### src/sv/smpd_pkg.sv
// shared types and constants for the six-axis motion packet decoder
// no dependencies; imported by the axis unit, the top level and the testbench
`default_nettype none

package smpd_pkg;

  // datapath widths
  localparam int ACC_W    = 32;
  localparam int SAMPLE_W = 16;
  localparam int BTN_W    = 9;

  // packet lengths
  localparam int DISP_LEN = 15;
  localparam int KEY_LEN  = 3;

  // configuration register indexes
  localparam logic [1:0] REG_DELTA_MODE = 2'd0;
  localparam logic [1:0] REG_DISP_CODE  = 2'd1;
  localparam logic [1:0] REG_KEY_CODE   = 2'd2;

  // reset values of the configuration registers
  localparam logic [7:0] DISP_CODE_RST = 8'd68;
  localparam logic [7:0] KEY_CODE_RST  = 8'd75;

  // result kinds
  typedef enum logic [1:0] {
    KIND_TRANSLATION = 2'd0,
    KIND_ROTATION    = 2'd1,
    KIND_BUTTON      = 2'd2,
    KIND_BAD_LENGTH  = 2'd3
  } kind_t;

  // input operations
  localparam logic OP_BYTE  = 1'b0;
  localparam logic OP_CLEAR = 1'b1;

endpackage

`default_nettype wire

### src/sv/six_axis_motion_packet_decoder.sv
// byte and clear requests: one per cycle while idle; bytes are buffered in a
// MAX_PACKET deep memory with a registered read port, one read per cycle
// displacement packet: S_FIRST and S_DECODE, then each of the six axes in turn
// (one shared adder: two byte reads and one add), then S_EMIT_T and S_EMIT_R
// key packet: S_K1-S_K3, then up to 9 button bits scanned, one per unstalled cycle
// synchronous active-high reset clears counters, accumulators, buttons and config
`default_nettype none

module six_axis_motion_packet_decoder
  import smpd_pkg::*;
#(
  parameter int MAX_PACKET = 16
) (
  input  wire logic                    clk,
  input  wire logic                    rst,
  // configuration write channel
  input  wire logic                    cfg_valid,
  output logic                         cfg_ready,
  input  wire logic [1:0]              cfg_index,
  input  wire logic [7:0]              cfg_data,
  // input request channel
  input  wire logic                    in_valid,
  output logic                         in_ready,
  input  wire logic                    operation,
  input  wire logic [7:0]              data_byte,
  input  wire logic                    end_of_packet,
  // result channel
  output logic                         out_valid,
  input  wire logic                    out_ready,
  output logic [1:0]                   kind,
  output logic signed [ACC_W-1:0]      x_value,
  output logic signed [ACC_W-1:0]      y_value,
  output logic signed [ACC_W-1:0]      z_value,
  output logic [3:0]                   button_number,
  output logic                         button_pressed,
  output logic                         last
);

  localparam int PTR_W = $clog2(MAX_PACKET);
  localparam int CNT_W = $clog2(MAX_PACKET + 1);

  typedef enum logic [12:0] {
    S_IDLE   = 13'b0000000000001,
    S_FIRST  = 13'b0000000000010,
    S_DECODE = 13'b0000000000100,
    S_AX_HI  = 13'b0000000001000,
    S_AX_LO  = 13'b0000000010000,
    S_AX_ADD = 13'b0000000100000,
    S_EMIT_T = 13'b0000001000000,
    S_EMIT_R = 13'b0000010000000,
    S_BAD    = 13'b0000100000000,
    S_K1     = 13'b0001000000000,
    S_K2     = 13'b0010000000000,
    S_K3     = 13'b0100000000000,
    S_SCAN   = 13'b1000000000000
  } state_t;

  state_t state;

  // configuration
  logic       delta_mode;
  logic [7:0] disp_code;
  logic [7:0] key_code;

  // packet buffer
  logic [7:0]       mem [MAX_PACKET];
  logic [7:0]       rd_data;
  logic [PTR_W-1:0] ptr;
  logic [CNT_W-1:0] byte_count;
  logic [CNT_W-1:0] pkt_len;
  logic             wr_en;

  // axis datapath
  logic signed [ACC_W-1:0] acc [6];
  logic [2:0]              axis_idx;
  logic [7:0]              hi_byte;
  logic signed [ACC_W-1:0] alu_result;

  // buttons
  logic [BTN_W-1:0] button_word;
  logic [BTN_W-1:0] new_word;
  logic [BTN_W-1:0] diff;
  logic [BTN_W-1:0] diff_rest;
  logic [4:0]       key_hi;
  logic [3:0]       bit_idx;

  logic in_accept;
  logic out_free;
  logic emit;

  assign cfg_ready = 1'b1;
  assign in_ready  = (state == S_IDLE);
  assign in_accept = in_valid && in_ready;
  assign out_free  = !out_valid || out_ready;
  assign wr_en     = in_accept && (operation == OP_BYTE) &&
                     (byte_count < CNT_W'(MAX_PACKET));
  assign diff_rest = diff >> bit_idx;

  // a result is loaded into the output register this cycle
  assign emit = out_free &&
                ((state == S_EMIT_T) || (state == S_EMIT_R) || (state == S_BAD) ||
                 ((state == S_SCAN) && diff[bit_idx]));

  // configuration registers
  always_ff @(posedge clk) begin
    if (rst) begin
      delta_mode <= 1'b0;
      disp_code  <= DISP_CODE_RST;
      key_code   <= KEY_CODE_RST;
    end else if (cfg_valid && cfg_ready) begin
      case (cfg_index)
        REG_DELTA_MODE: delta_mode <= cfg_data[0];
        REG_DISP_CODE:  disp_code  <= cfg_data;
        REG_KEY_CODE:   key_code   <= cfg_data;
        default: ;
      endcase
    end
  end

  // byte memory, one write and one registered read per cycle
  always_ff @(posedge clk) begin
    if (wr_en) begin
      mem[byte_count[PTR_W-1:0]] <= data_byte;
    end
    rd_data <= mem[ptr];
  end

  // shared saturating adder, or sample pass-through in delta mode
  smpd_axis_alu u_alu (
    .acc     (acc[axis_idx]),
    .sample  ({hi_byte, rd_data}),
    .replace (delta_mode),
    .result  (alu_result)
  );

  // sequencer and datapath registers
  always_ff @(posedge clk) begin
    if (rst) begin
      state       <= S_IDLE;
      byte_count  <= '0;
      button_word <= '0;
      out_valid   <= 1'b0;
      for (int i = 0; i < 6; i++) begin
        acc[i] <= '0;
      end
    end else begin
      if (emit) begin
        out_valid <= 1'b1;
      end else if (out_valid && out_ready) begin
        out_valid <= 1'b0;
      end
      case (state)
        S_IDLE: begin
          if (in_accept) begin
            if (operation == OP_CLEAR) begin
              for (int i = 0; i < 6; i++) begin
                acc[i] <= '0;
              end
            end else begin
              if (end_of_packet) begin
                pkt_len    <= wr_en ? byte_count + CNT_W'(1) : byte_count;
                byte_count <= '0;
                ptr        <= '0;
                state      <= S_FIRST;
              end else if (wr_en) begin
                byte_count <= byte_count + CNT_W'(1);
              end
            end
          end
        end
        // wait for byte 0 to come out of the memory
        S_FIRST: begin
          state <= S_DECODE;
        end
        // classify the packet by its first byte and length
        S_DECODE: begin
          if (rd_data == disp_code) begin
            if (pkt_len != CNT_W'(DISP_LEN)) begin
              state <= S_BAD;
            end else begin
              ptr      <= PTR_W'(3);
              axis_idx <= '0;
              state    <= S_AX_HI;
            end
          end else if (rd_data == key_code) begin
            if (pkt_len != CNT_W'(KEY_LEN)) begin
              state <= S_BAD;
            end else begin
              ptr   <= PTR_W'(1);
              state <= S_K1;
            end
          end else begin
            state <= S_IDLE;
          end
        end
        // axis: read high byte, read low byte, add
        S_AX_HI: begin
          ptr   <= ptr + PTR_W'(1);
          state <= S_AX_LO;
        end
        S_AX_LO: begin
          hi_byte <= rd_data;
          ptr     <= ptr + PTR_W'(1);
          state   <= S_AX_ADD;
        end
        S_AX_ADD: begin
          acc[axis_idx] <= alu_result;
          if (axis_idx == 3'd5) begin
            state <= S_EMIT_T;
          end else begin
            axis_idx <= axis_idx + 3'd1;
            state    <= S_AX_HI;
          end
        end
        S_EMIT_T: begin
          if (out_free) begin
            kind           <= KIND_TRANSLATION;
            x_value        <= acc[0];
            y_value        <= acc[1];
            z_value        <= acc[2];
            button_number  <= '0;
            button_pressed <= 1'b0;
            last           <= 1'b0;
            state          <= S_EMIT_R;
          end
        end
        S_EMIT_R: begin
          if (out_free) begin
            kind           <= KIND_ROTATION;
            x_value        <= acc[3];
            y_value        <= acc[4];
            z_value        <= acc[5];
            button_number  <= '0;
            button_pressed <= 1'b0;
            last           <= 1'b1;
            state          <= S_IDLE;
          end
        end
        S_BAD: begin
          if (out_free) begin
            kind           <= KIND_BAD_LENGTH;
            x_value        <= '0;
            y_value        <= '0;
            z_value        <= '0;
            button_number  <= '0;
            button_pressed <= 1'b0;
            last           <= 1'b1;
            state          <= S_IDLE;
          end
        end
        // key packet: fetch bytes 1 and 2, form the new button word
        S_K1: begin
          ptr   <= ptr + PTR_W'(1);
          state <= S_K2;
        end
        S_K2: begin
          key_hi <= rd_data[4:0];
          state  <= S_K3;
        end
        S_K3: begin
          new_word    <= {key_hi, rd_data[3:0]};
          diff        <= button_word ^ {key_hi, rd_data[3:0]};
          button_word <= {key_hi, rd_data[3:0]};
          bit_idx     <= '0;
          state       <= ((button_word ^ {key_hi, rd_data[3:0]}) == '0) ? S_IDLE : S_SCAN;
        end
        // walk the changed bits in ascending order
        S_SCAN: begin
          if (diff[bit_idx]) begin
            if (out_free) begin
              kind           <= KIND_BUTTON;
              x_value        <= '0;
              y_value        <= '0;
              z_value        <= '0;
              button_number  <= bit_idx + 4'd1;
              button_pressed <= new_word[bit_idx];
              last           <= (diff_rest[BTN_W-1:1] == '0);
              if (diff_rest[BTN_W-1:1] == '0) begin
                state <= S_IDLE;
              end else begin
                bit_idx <= bit_idx + 4'd1;
              end
            end
          end else begin
            bit_idx <= bit_idx + 4'd1;
          end
        end
        default: begin
          state <= S_IDLE;
        end
      endcase
    end
  end

endmodule

`default_nettype wire

### src/sv/smpd_axis_alu.sv
// shared axis unit: replaces or saturating-adds one 16-bit sample into an accumulator
// depends on smpd_pkg for the datapath widths
`default_nettype none

module smpd_axis_alu
  import smpd_pkg::*;
(
  input  wire logic signed [ACC_W-1:0]    acc,
  input  wire logic signed [SAMPLE_W-1:0] sample,
  input  wire logic                       replace,
  output logic signed [ACC_W-1:0]         result
);

  logic signed [ACC_W:0] sum;
  logic signed [ACC_W-1:0] sample_ext;

  // sign-extend the sample and form a one-bit-wider sum
  assign sample_ext = ACC_W'(sample);
  assign sum = {acc[ACC_W-1], acc} + {sample_ext[ACC_W-1], sample_ext};

  // clamp on overflow, or pass the sample in delta mode
  always_comb begin
    if (replace) begin
      result = sample_ext;
    end else if (sum[ACC_W] != sum[ACC_W-1]) begin
      result = sum[ACC_W] ? {1'b1, {(ACC_W-1){1'b0}}} : {1'b0, {(ACC_W-1){1'b1}}};
    end else begin
      result = sum[ACC_W-1:0];
    end
  end

endmodule

`default_nettype wire

### config.mk
export PLATFORM = sky130hd
export DESIGN_NAME = six_axis_motion_packet_decoder
export DESIGN_NICKNAME = d
export VERILOG_FILES = /design/src/sv/smpd_pkg.sv /design/src/sv/six_axis_motion_packet_decoder.sv /design/src/sv/smpd_axis_alu.sv
export SDC_FILE = /design/constraint.sdc
export NUM_CORES = 1
export LEC_CHECK = 0
export ABC_CLOCK_PERIOD_IN_PS = 9100
export BUFFER_PORTS_ARGS = -buffer_cell sky130_fd_sc_hd__buf_2
export CORE_UTILIZATION = 45
export DETAILED_ROUTE_END_ITERATION = 10
export GPL_TIMING_DRIVEN = 0
export PLACE_DENSITY = 0.61
export SLEW_MARGIN = 5
export SYNTH_ARGS = -nofsm -noshare
export SYNTH_HDL_FRONTEND = slang
export SYNTH_SLANG_ARGS = --single-unit
export TNS_END_PERCENT = 50
### constraint.sdc
create_clock -name clk -period 9.1 [get_ports clk]
set_clock_uncertainty 0.1 [all_clocks]
set_input_delay 1.365 -clock clk [delete_from_list [all_inputs] [get_ports clk]]
set_output_delay 1.365 -clock clk [all_outputs]
set_load 0.02 [all_outputs]
# --- After elaboration in Yosys (flattened, before gate mapping) ---
# Memory sizes are Yosys's and may differ from the RTL's. A register that Yosys moved wholly into a read port is not among the register bits.
# Index checks and enable logic that the tools add are counted.
word_totals:
  elab_cells: 219
  out_inout_bits: 107
  ff_bits: 196
  n_memories: 2
  ram_bits: 320
memory_table:
  columns: ["name", "depth", "word_bits", "read_ports", "rd_clocked_by_memory_dff", "wr", "line_no", "rtl"]
  rows:
  - ["acc", 6, 32, 7, 1, 6, "six_axis_motion_packet_decoder.sv:74", "logic signed [ACC_W-1:0] acc [6];"]
  - ["mem", 16, 8, 1, 1, 1, "six_axis_motion_packet_decoder.sv:66", "logic [7:0] mem [MAX_PACKET];"]
op_classes:
  n_reduce_logical: 41
  bitwise_logic: 9
  magnitude_cmp: 2
  n_eq_ne: 40
  n_addsub: 5
  n_shift: 1
  mux: 97
op_table:
  columns: ["op", "n"]
  rows:
  - ["$mux W32", 22]
  - ["$pmux W32 S4", 3]
  - ["$pmux W13 S12", 1]
  - ["$mux W13", 11]
  - ["$mux W4", 13]
  - ["$add A32 B16 Y33", 1]
  - ["$reduce_or A32 Y1", 1]
  - ["$mux W1", 23]
  - ["$reduce_and A5 Y1", 4]
  - ["$eq A8 B8 Y1", 2]
  - ["$ne A2 B2 Y1 const B", 8]
  - ["$pmux W4 S2", 2]
  - ["$reduce_and A8 Y1", 2]
  - ["$mux W3", 5]
  - ["$ne A3 B3 Y1 const B", 5]
  - ["$eq A13 B1 Y1 const B", 1]
  - ["$eq A13 B10 Y1 const B", 1]
  - ["$eq A13 B11 Y1 const B", 1]
  - ["$eq A13 B12 Y1 const B", 1]
  - ["$eq A13 B13 Y1 const B", 1]
  - ["$eq A13 B2 Y1 const B", 1]
  - ["$eq A13 B3 Y1 const B", 1]
  - ["$eq A13 B4 Y1 const B", 1]
  - ["$eq A13 B5 Y1 const B", 1]
  - ["other kinds (47)", 83]

# --- Longest topological paths before layout ---
depth:
  word_depth: 8
  depth_mapped: 17
  mapped_depth_nobuf: 14

# --- Hierarchy ---
# From an unflattened synthesis, not the netlist that was laid out.
hier_totals:
  cells_unflattened: 1915
  hier_area_um2: 27236.1
modules_own_cells:
  columns: ["module", "cells_each", "area_each_um2", "instances", "seq_area_each_um2"]
  rows:
  - ["six_axis_motion_packet_decoder", 1548, 24718.7, 1, 17186.5]
  - ["smpd_axis_alu", 367, 2517.4, 1, 0.0]

# --- Least setup slack after synthesis ---
# No wires, ideal clock.
synth_path:
  path_type: "input-to-reg"
  startpoint: "input rst"
  endpoint: "register x_value[0], enable pin"
  setup_time_ns: 0.693
  t_arrival_ns: 8.807
  path_slack_ns: -0.500
  t_required_ns: 8.307
  path_stages: 3
  cell_sequence: "clkbuf_1 -> clkbuf_1 -> a211oi_1"
synth_between:
  elab_chain_cells: 2
synth_rtl:
  columns: ["item", "line_no", "rtl"]
  rows:
  - ["start: declaration", "six_axis_motion_packet_decoder.sv:15", "input wire logic rst,"]
  - ["$not A1 Y1 (no line)", null, null]
  - ["$reduce_and A5 Y1 (no line)", null, null]
  - ["end signal: assignment", "six_axis_motion_packet_decoder.sv:218", "x_value <= acc[0];"]
  - ["end signal: assignment", "six_axis_motion_packet_decoder.sv:230", "x_value <= acc[3];"]
  - ["end: declaration", "six_axis_motion_packet_decoder.sv:31", "output logic signed [ACC_W-1:0] x_value,"]
# No other way between the ends.
# A chain may end at the register's enable or synchronous reset.

==> out/qor.csv <==
stage,metric,value,unit
yosys,synth cell count leaders,"sky130_fd_sc_hd__edfxtp_1, sky130_fd_sc_hd__nor2_1, sky130_fd_sc_hd__mux4_2",
detailed_routing,Routed wire per std cell,25.1,um
worst_setup_path,worst setup path category,reg2reg,
die,number of rows created at floorplan,88,
sta,TNS Setup,0,ns
power,leakage,10.9,nW
placement,"number of placed instances, taps included",2729,
clock_network,maximum clock insertion buffer count,3,
sta,final critical path time including I/O delays and setup,6.26,ns
clock_network,Num CTS Buffers,61,
hold_path,Hold Crit Start,state[9],
sta,minimum setup slack in the final design,2.84,ns
sta,worst-margin pin slew,1.27,ns
yosys,leading cell type by number of instances after synthesis,sky130_fd_sc_hd__edfxtp_1,
worst_setup_path,depth of the most critical reg-to-reg path,14,
flow_run,maximum capacitance violations,0,
worst_setup_path,data arrival time of the worst path,6.49,ns
yosys,area fraction of the dominant cell type after synthesis,60.5,%
yosys,number of enable flip-flop cells after synthesis,535,
yosys,Synth warnings,0,
grt,remaining global-route overflow,0,
clock_network,clock slew at reported path FFs,0.06,ns
die,Starting Density,45.8,%
die,width of the die,245,um
yosys,post-synthesis net count,1888,
yosys,cells taking the most area after synthesis,"sky130_fd_sc_hd__edfxtp_1, sky130_fd_sc_hd__mux4_2, sky130_fd_sc_hd__nor2_1",
clock_network,sinks on the clock net,591,
yosys,post-synthesis sequential element count,591,
grt,first-pass GRT wire length,106000,um
layout,Filler cells,4845,
layout,n_diodes,0,
placement,Placement Setup Slack,2.87,ns
layout,Post-layout nets,2093,
layout,final cell count without fillers,2841,
clock_network,CTS Hold Bufs,0,
worst_setup_path,Crit path required time,9.33,ns
yosys,synthesized instance count,1822,
placement,total of buffers placed on input and output ports,129,
clock_network,number of H-tree levels,2,
grt,maximum number of pins on one net before global-route repair,25,
layout,area grow syn2layout,14.2,%
detailed_routing,number of antenna-violating nets in the routed design,0,
sta,highest clock frequency the design can meet,0.160,GHz
detailed_routing,DRC errors left,0,
detailed_routing,TritonRoute pass-1 iters,6,
power,Power Dens Cells,192,nW/um2
yosys,number of distinct library cells after synthesis,87,
detailed_routing,drt total wl,71200,um
yosys,synthesized cell area,26500,um2
yosys,Post-synth top flop,sky130_fd_sc_hd__edfxtp_1,
placement,half-perimeter wire length after placement,48500,um
yosys,leading area contributor after synthesis,sky130_fd_sc_hd__edfxtp_1,
detailed_routing,routed via count,16400,
die,Die Footprint,60000,um2
sta,total count of max-transition violations in the final report,0,
detailed_routing,Via density,5.78,
hold_path,worst hold path endpoint,state[4],
die,Boundary Pins,132,
worst_setup_path,crit path max fanout,10,
grt,vias in the first global route,16700,
worst_setup_path,capturing point of the worst reg2reg path,acc[6][17],
power,largest vdd supply drop,0.170,mV
clock_network,post-cts repair resize count,0,
placement,Final GP Congestion,0.913,
sta,hold slack,0.391,ns
yosys,fraction of registers with async set/reset,0,%
die,Die Height,245,um
yosys,sequential area share after synthesis,64.7,%
sta,RSZ-0062 raised after global routing,false,
worst_setup_path,kind of start point of the critical path,register,
detailed_routing,drt initial violations,1440,
sta,Tcrit/Tclk final,68.8,%
worst_setup_path,minimum setup slack among reg-to-reg paths,2.84,ns
sta,Fin. Hold Viols,0,
worst_setup_path,element type at the critical path end,register,
hold_path,hold depth,1,
outcome,status,finished clean,
grt,total routing resource utilization after global routing,24.0,%
clock_network,library cell used as clock root buffer,sky130_fd_sc_hd__clkbuf_16,
clock_network,clock tree from TritonCTS,built,
clock_network,setup bufs post-CTS,0,
sta,Rel. slew slack,15.4,%
grt,number of antenna violations at the first check in global routing,0,
yosys,post-synthesis average cell area,14.6,um2
die,placeable core region,58000,um2
sta,number of setup violations in the final report,0,
layout,fraction of layout instances using a drive strength above 1,20.9,%
hold_path,class of the worst hold path,reg2reg,
clock_network,clk_lat worst skew,0.63,ns
-- layout by cell type, fill, tap and decap left out, types with 11 or more instances in the layout --
cell type / instances
sky130_fd_sc_hd__edfxtp_1: 535
sky130_fd_sc_hd__nor2_1: 300
sky130_fd_sc_hd__buf_2: 137
sky130_fd_sc_hd__mux4_2: 108
sky130_fd_sc_hd__a22o_1: 97
sky130_fd_sc_hd__clkbuf_1: 90
sky130_fd_sc_hd__clkbuf_16: 61
sky130_fd_sc_hd__nand2_1: 60
sky130_fd_sc_hd__a21oi_1: 60
sky130_fd_sc_hd__inv_1: 57
sky130_fd_sc_hd__dfxtp_1: 56
sky130_fd_sc_hd__ha_1: 40
sky130_fd_sc_hd__o21ai_0: 38
sky130_fd_sc_hd__xnor2_1: 34
sky130_fd_sc_hd__mux2_2: 32
sky130_fd_sc_hd__xor2_1: 31
sky130_fd_sc_hd__buf_1: 19
sky130_fd_sc_hd__mux2i_1: 17
sky130_fd_sc_hd__nand3_1: 14
sky130_fd_sc_hd__clkinv_1: 14
sky130_fd_sc_hd__nor3_1: 13
sky130_fd_sc_hd__nand2b_1: 12
sky130_fd_sc_hd__o21a_1: 11
-- report_power, final --
part | internal (mW) | total [mW] | switching, mW
combinational | 0.137 | 0.378 | 0.241
clock | 1.33 | 2.37 | 1.04
sequential | 3.02 | 3.06 | 0.0389
total | 4.49 | 5.81 | 1.32
-- metal layers --
| layer | part of all wire [%] | vias to the layer above | wire length (um) | global-route usage (%) |
|---|---|---|---|---|
| met5 | 0 | - | 0 | 0 |
| met3 | 5.8 | 129 | 4110 | 3.56 |
| met1 | 40 | 8332 | 28600 | 30.1 |
| met2 | 51 | 556 | 36400 | 42.2 |
| met4 | 3.1 | 0 | 2180 | 8.01 |
| li1 | - | 7399 | - | - |
-- metrics by stage --
step | instance area (um2) | total power [mW] | utilization [%]
floorplan | 26600 | 3.35 | -
global placement | 28200 | 3.47 | 48.5
detailed placement | 28400 | 3.49 | 49.0
CTS | 30300 | 5.83 | 52.3
global route | 30300 | 5.97 | 52.3
finish | 30300 | 5.81 | 52.3
-- kinds of logic after synthesis --
kind of cell	Yosys count	synth area share, %
and+or+nand+nor	485	8.06
other	1	0.0141
adders and majority gates	42	2.00
AOI/OAI and AO/OA	317	9.25
muxes	158	11.2
buffers and inverters	162	2.49
xor gates and xnor gates	66	2.21
DFF	591	64.7
-- worst max path at each step --
stage / slack, ns / to / startpoint / cells past startpoint
2_1_floorplan: 2.85 / x_value[0] / rst / 3
3_3_place_gp: 0.38 / y_value[17] / state[6] / 7
3_5_place_dp: 2.87 / acc[1][17] / register / 15
4_1_cts: 2.82 / acc[1][17] / register / 15
5_1_grt: 2.48 / acc[0][17] / register / 14
6_report: 2.84 / acc[6][17] / register / 14
-- critical path, stage by stage, from the launching register on --
cell	delay, ns
sky130_fd_sc_hd__dfxtp_1	0.30
sky130_fd_sc_hd__clkbuf_1	0.62
sky130_fd_sc_hd__buf_1	0.92
sky130_fd_sc_hd__mux4_2	0.61
sky130_fd_sc_hd__mux2_2	0.32
sky130_fd_sc_hd__ha_1	0.35
sky130_fd_sc_hd__a211oi_1	0.39
sky130_fd_sc_hd__o211ai_1	0.20
sky130_fd_sc_hd__a211oi_1	0.39
sky130_fd_sc_hd__nor2_1	0.17
sky130_fd_sc_hd__nor3_1	0.46
sky130_fd_sc_hd__a211oi_2	0.21
sky130_fd_sc_hd__buf_4	0.23
sky130_fd_sc_hd__a21oi_1	0.55
sky130_fd_sc_hd__inv_1	0.13
-- layout make-up --
cell class	instances	area, um2	area share (%)
multi-input cells	1069	8760	28.9
well taps	765	957	3.16
clock buffers	85	1670	5.50
plain buffers	104	443	1.46
inverters	58	218	0.718
repair buffers	142	888	2.93
flip-flops and latches	591	17200	56.7
clock inverters	27	208	0.685
-- registers in the layout, summed over array words and instances (netlist names), 5 cells and up, named ones only --
name / cells
button_word: 9
key_hi: 5
x_value: 32
state: 13
hi_byte: 8
diff: 9
disp_code: 8
byte_count: 5
z_value: 32
pkt_len: 5
rd_data: 8
acc: 256
new_word: 9
mem: 128
y_value: 32
key_code: 8
Note: power is estimated with default switching activity, not from simulation.
